$ cat config.mk
export PLATFORM = sky130hd
export DESIGN_NAME = oal_cell
export DESIGN_NICKNAME = d
export VERILOG_FILES = /design/src/hw/rtl/ordered_array_list_macros.svh /design/src/hw/rtl/oal_pkg.sv /design/src/hw/rtl/oal_cell.sv
export SDC_FILE = /design/constraint.sdc
export NUM_CORES = 1
export LEC_CHECK = 0
export ABC_AREA = 1
export BUFFER_PORTS_ARGS = -buffer_cell sky130_fd_sc_hd__buf_2
export CAP_MARGIN = 20
export CORE_MARGIN = 4
export CORE_UTILIZATION = 46
export DETAILED_ROUTE_END_ITERATION = 7
export PLACE_DENSITY = 0.81
export SLEW_MARGIN = 15
export SYNTH_ARGS = -nofsm -noshare
export SYNTH_HDL_FRONTEND = slang
export SYNTH_SLANG_ARGS = --single-unit
export TNS_END_PERCENT = 10
$ cat constraint.sdc
create_clock -name clk -period 2.6 [get_ports clk]
set_input_delay 0.13 -clock clk [delete_from_list [all_inputs] [get_ports clk]]
set_output_delay 0.13 -clock clk [all_outputs]
set_load 0.05 [all_outputs]
$ cat src/hw/rtl/ordered_array_list_macros.svh
// Assertion macros shared by the ordered array list RTL.
`ifndef ORDERED_ARRAY_LIST_MACROS_SVH
`define ORDERED_ARRAY_LIST_MACROS_SVH

// Same-cycle implication, sampled on clk, off during reset.
`define OAL_ASSERT_IMP(label, ante, cons) \
  label: assert property (@(posedge clk) disable iff (!rst_n) (ante) |-> (cons)) \
    else $error("ordered_array_list: assertion failed");

// Next-cycle implication, sampled on clk, off during reset.
`define OAL_ASSERT_NXT(label, ante, cons) \
  label: assert property (@(posedge clk) disable iff (!rst_n) (ante) |=> (cons)) \
    else $error("ordered_array_list: assertion failed");

`endif

$ cat src/hw/rtl/oal_pkg.sv
// Types and command codes for the ordered array list.
`timescale 1ns / 1ps
package oal_pkg;

  localparam logic [1:0] CMD_INSERT = 2'd0;
  localparam logic [1:0] CMD_DELETE = 2'd1;
  localparam logic [1:0] CMD_READ   = 2'd2;
  localparam logic [1:0] CMD_LOCATE = 2'd3;

  typedef struct packed {
    logic [1:0]         cmd;
    logic [6:0]         position;
    logic signed [31:0] value;
  } oal_in_t;

  typedef struct packed {
    logic               ok;
    logic signed [31:0] elem;
    logic [6:0]         found_pos;
    logic [6:0]         count;
  } oal_out_t;

  typedef struct packed {
    logic               ins;
    logic               del;
    logic               rd;
    logic [6:0]         position;
    logic signed [31:0] value;
  } oal_ctrl_t;

  typedef struct packed {
    logic               tok;
    logic               found;
    logic [6:0]         pos;
    logic signed [31:0] elem;
  } oal_carry_t;

endpackage

$ cat src/hw/rtl/oal_cell.sv
// One storage cell of the list chain: holds one entry and one stage of the scan carrier.
`timescale 1ns / 1ps
module oal_cell #(
  parameter int IDX = 0,
  parameter int CW  = 7
) (
  input  logic                clk,
  input  logic                rst_n,
  input  oal_pkg::oal_ctrl_t  ctrl,
  input  logic [CW-1:0]       count,
  input  logic signed [31:0]  left_data,
  input  logic signed [31:0]  right_data,
  input  oal_pkg::oal_carry_t carry_i,
  output oal_pkg::oal_carry_t carry_o,
  output logic signed [31:0]  data_o
);
  import oal_pkg::*;

  localparam int PW = (CW > 7) ? CW : 7;
  localparam logic [PW:0] MY_POS = (PW + 1)'(IDX + 1);
  localparam logic [6:0]  MY_POS7 = 7'(IDX + 1);

  logic signed [31:0] data_r, data_nxt;
  oal_carry_t         carry_r, carry_nxt;
  logic [PW:0]        pos_w;
  logic               live, hit;

  assign pos_w = (PW + 1)'(ctrl.position);
  assign live  = CW'(IDX) < count;
  assign hit   = carry_i.tok && live &&
                 (ctrl.rd ? (pos_w == MY_POS) : (data_r == ctrl.value));

  always_comb begin
    data_nxt = data_r;
    if (ctrl.ins) begin
      if (MY_POS > pos_w) begin
        data_nxt = left_data;
      end else if (MY_POS == pos_w) begin
        data_nxt = ctrl.value;
      end
    end else if (ctrl.del && (MY_POS >= pos_w)) begin
      data_nxt = right_data;
    end
  end

  always_comb begin
    carry_nxt     = carry_r;
    carry_nxt.tok = carry_i.tok;
    if (carry_i.tok) begin
      carry_nxt = carry_i;
      if (!carry_i.found && hit) begin
        carry_nxt.found = 1'b1;
        carry_nxt.pos   = ctrl.rd ? 7'd0 : MY_POS7;
        carry_nxt.elem  = ctrl.rd ? data_r : 32'sd0;
      end
    end
  end

  always_ff @(posedge clk) begin
    data_r <= data_nxt;
    if (!rst_n) begin
      carry_r <= '0;
    end else begin
      carry_r <= carry_nxt;
    end
  end

  assign carry_o = carry_r;
  assign data_o  = data_r;

endmodule

Word level (Yosys, flattened, before mapping)
Cells that the tools add are included.

Flip-flop bits (word level): 73. Bits of input ports: 156. Output and inout bits: 73. Logic and storage cells: 28.

Mux-type cells: 9. Magnitude comparators: 3. Reduce and logical (&&, ||, !) cells: 7. Eq/ne operators: 4.

Operator list (number): two-way mux 32 bit (5); two-way mux 41 bit (1); two-way mux 40 bit (1); equality test 32 bit (1); equality test 1 x 7 -> 1 bit (first input constant) (1); equality test 7 x 1 -> 1 bit (second input constant) (1); >= comparator 1 x 7 -> 1 bit (first input constant) (1); greater-than comparator 1 x 7 -> 1 bit (first input constant) (1); < comparator 1 x 7 -> 1 bit (first input constant) (1); logical AND 1 bit (4); inequality test 3 x 1 -> 1 bit (second input constant) (1); two-way mux 1 bit (2); AND reduction 2 bit (1); nonzero test 2 bit (1); logical NOT 1 bit (1).

Depth between registers and ports, before layout
Depth in word-level cells: 6. Gate-level depth with buffers: 16. Gate-level depth less buffers: 14.

Worst setup path before layout
Ideal clock, no wire load.

Kind: input port to flip-flop. Start point: in ctrl[35] (netlist bit). End point: reg data_r[0], in the netlist data_o[0], enable pin. Setup slack: 0.223 ns. Path buffers: 0. Data required time: 2.179 ns. Library setup time: 0.421 ns. Arrival: 1.956 ns. Cell stages on the path: 4. Cells stage by stage: or2_0 nor4_2 inv_1 nor2_1.

Cells in the longest elaborated chain, start to end: 4. Elaborated cells on any way between the ends: 7. Classes of those cells: 2 x order compare; 2 x eq/ne; 3 x reduce/logical.

RTL lines: from (decl) (RTL line oal_cell.sv:9) `input oal_pkg::oal_ctrl_t ctrl,`; >= comparator 1 x 7 -> 1 bit (RTL line oal_cell.sv:41) `end else if (ctrl.del && (MY_POS >= pos_w)) begin`; logical AND 1 bit (RTL line oal_cell.sv:41); nonzero test 2 bit (no source line); AND reduction 2 bit (no source line) (*); to (signal assigned) (RTL line oal_cell.sv:60) `data_r <= data_nxt;`; to (decl) (RTL line oal_cell.sv:23) `logic signed [31:0] data_r, data_nxt;`.

Mark *: on every way between the ends. The rest lies on a longest branch, timed or not. A chain may end at the register's enable or synchronous reset.

Final worst setup path
Start point: reg data_r[6], in the netlist data_o[6]. End point: reg carry_r, in the netlist carry_o[30].

Cells in the longest elaborated chain, start to end: 5.

RTL lines: equality test 32 bit (RTL line oal_cell.sv:31) `(ctrl.rd ? (pos_w == MY_POS) : (data_r == ctrl.value));`; two-way mux 1 bit (RTL line oal_cell.sv:31); logical AND 1 bit (RTL line oal_cell.sv:30) `assign hit = carry_i.tok && live &&`; logical AND 1 bit (RTL line oal_cell.sv:51) `if (!carry_i.found && hit) begin`; two-way mux 40 bit (RTL line oal_cell.sv:51); to (signal assigned) (RTL line oal_cell.sv:64) `carry_r <= carry_nxt;`; to (decl) (RTL line oal_cell.sv:24) `oal_carry_t carry_r, carry_nxt;`.

Every way passes these cells.

==> impl_metrics.toml <==
[power]
power.total_mw = 2.731
p_leak_nw = 3.039
peakVddDrop_v = 0.0002511
p_per_area_mw_per_mm2 = 468.0

[critical_path]
crit_path_end_kind = "flop"
ff2ff_setup_slack_ps = 420
cp_max_fo = 39
rr_startpoint = "data_o[6]$_DFFE_PP_"
ff2ff_path_depth = 13
cp_data_required_time_ps = 2870
reg2reg_to = "carry_o[30]$_SDFFE_PN0P_"
cp.arrival_ps = 2440
critPathKind = "reg2reg"
startpoint_type = "flop"

[floorplan]
num_rows = 35
design.die.area_mm2 = 0.01125
die_x_um = 106.0
io-pin-count = 229
die_y_um = 106.0
fp.coreArea_mm2 = 0.009284
start_util = 0.4763

[synthesis]
yosys.area.top_type = "edfxtp_1"
synth_top_family_by_area = "simple AND/OR/NAND/NOR gates"
synth_fa_ha_area_frac = 0
yosysSeqAreaShare = 0.4029
yosys.area_share.xor_xnor = 0.01387
post-synth-top-area-fraction = 0.2173
synthTopCellsByArea = "edfxtp_1 (22%), dfxtp_1 (19%), nand2_1 (17%), o21ai_0 (7.5%), inv_1 (7.1%)"
synth_area_mm2 = 0.004422
synth_cells = 663
synth.area.mux_share = 0
syn_avg_cell_area_um2 = 6.669
ys_ff_latch = 73
synth-simple-area-share = 0.3421
synth_compound_area_frac = 0.1271
syn_nets = 819
ys_warn_count = 0
yosys.cell_types.count = 28

[timing]
setup-tns-final_ps = 0
finalHoldViolCount = 0
max_freq_ghz = 0.4593
hold_ws_ps = 50.60
slew_violations = 0
min_period_ps = 2177
worstMarginPinSlew_ps = 1001
setup_viol = 0
rsz0062_at_grt = "false"
timing.slew.headroom = 0.3320
period_share = 0.8374
clock_skew_ps = 13.28

[clock_network]
ctsRootBufferMaster = "clkbuf_8"
clockBufferDepth = 2
post_cts_buffers = 0
clk_latency_ps = 340
numCtsBuffers = 9
cts_tree = "yes"
h-tree-depth = 3
cts.clk_slew.worst_paths_ps = 90
cts_resized = 0
clock_sink_count = 73

[global_routing]
grt_max_degree = 42
grt_pass1_wl_mm = 21.94
grt_overflow_total = 0
globalRouteTotalUtil = 0.2407
antenna_found_initial = 0
grt_pass1_vias = 4482

[finish]
n_antenna_cell = 0
final_cell_mix = "buf_2 (228), nand2_1 (201), inv_1 (84)"
nets = 1025
final_common_cell = "buf_2"
area_growth_pct = 32.00
final_layout_size_suffix_gt1_frac = 0.3078
finalNonFillerCells = 1003
fillers = 913

[worst_hold_path]
hold_depth = 3
min_to = "carry_o[36]$_SDFFE_PN0P_"
hold_start = "carry_i[36]"
hold_class = "in2reg"

[placement]
gp_congestion = 0.8887
dp_hpwl_mm = 10.78
port_buffers = 228
post-place-cells = 986

[drt]
viasPerCell = 4.970
dr.pass1.iters = 7
vias = 4985
met1_length_mm = 6.158
antenna_left = 0
wl_per_cell_um = 14.01
highest_layer = "met4"
route.met2.wl_mm = 6.540
drc_errors = 0
drt-total-wl_mm = 14.06
drtIter0Drc = 319
met3_length_mm = 1.055

[job]
drv_cap = 0

[status]
status = "completed"
## routing by layer
layer | vias up | track usage
li1 | 2546 | -
met1 | 2188 | 0.3289
met2 | 223 | 0.3907
met3 | 28 | 0.04068
met4 | 0 | 0.07308
met5 | - | 0
## sequential cells by signal (all words and copies together), names as in the netlist
| register | flops |
|---|---|
| data_o | 32 |
| carry_o | 41 |
## cell families (layout without fill, tap and decap cells)
logic type,count (synthesis),count (layout)
buf+inv,128,339
compound gates,108,108
xor+xnor,7,7
flops,73,73
simple gates,347,347
## stage by stage
stage / util / setup slack [ps] / instance area (um^2)
finish: 0.6287 / 422.8 / 5837
global route: 0.6287 / 170.5 / 5837
CTS: 0.6287 / 377.0 / 5837
detailed placement: 0.6059 / 401.2 / 5625
global placement: 0.6059 / 421.4 / 5625
floorplan: - / 223.4 / 4422
## power breakdown
| group | switching [mW] | internal, mW | leakage (nW) |
|---|---|---|---|
| combinational | 0.360 | 0.192 | 2.32 |
| sequential | 0.0221 | 1.24 | 0.617 |
| clock | 0.446 | 0.473 | 0.104 |
| total | 0.828 | 1.90 | 3.04 |
## layout make-up
type | instances | area (um^2) | area share
clock buffers | 10 | 137.6 | 0.02358
clock inverters | 6 | 63.81 | 0.01093
well taps | 129 | 161.4 | 0.02765
inverters | 86 | 322.8 | 0.05531
repair buffers | 237 | 1224 | 0.2096
flip-flops and latches | 73 | 1782 | 0.3053
multi-input cells | 462 | 2146 | 0.3676
## critical path: stages, from the launching register on
cell	delay (ps)
edfxtp_1	470
inv_1	80
nand2_1	50
nand2_1	50
nand2_1	50
nor2_1	110
nand2_1	80
nor2_1	150
nand3_2	130
nand2_4	150
nand3_4	370
nand2_1	190
nand3_1	90
a21oi_1	130
## how the worst max path moves through the flow
stage,slack (ps),to,start
2_1_floorplan,220,data_o[0]$_DFFE_PP_,ctrl[35]
3_3_place_gp,420,carry_o[37]$_SDFFE_PN0P_,data_o[20]$_DFFE_PP_
3_5_place_dp,400,carry_o[30]$_SDFFE_PN0P_,data_o[6]$_DFFE_PP_
4_1_cts,380,carry_o[30]$_SDFFE_PN0P_,data_o[6]$_DFFE_PP_
5_1_grt,170,carry_o[4]$_SDFFE_PN0P_,data_o[20]$_DFFE_PP_
6_report,420,carry_o[30]$_SDFFE_PN0P_,data_o[6]$_DFFE_PP_
## cells in the mapped netlist
cell,n
clkinv_1,2
nor3_1,4
nand3_4,1
a21oi_4,1
nor2_1,54
nand2_4,1
buf_6,2
nand3_2,3
a22oi_1,1
o21ai_0,66
buf_2,7
edfxtp_1,32
a21oi_2,2
buf_1,3
xnor2_1,2
xor2_1,5
nor4_1,1
nand3_1,39
or2_0,1
a21oi_1,38
clkbuf_1,30
nand4_1,35
nand2_2,4
nor4_2,1
nand2_1,201
dfxtp_1,41
inv_1,84
or2_2,2
## what timing repair did
item                                    4_1_cts  5_1_grt
hold buffers                                  1        0
endpoints found under the setup margin        0        0
hold endpoints to repair                      1        0
Power figures use the tool's default switching activity.
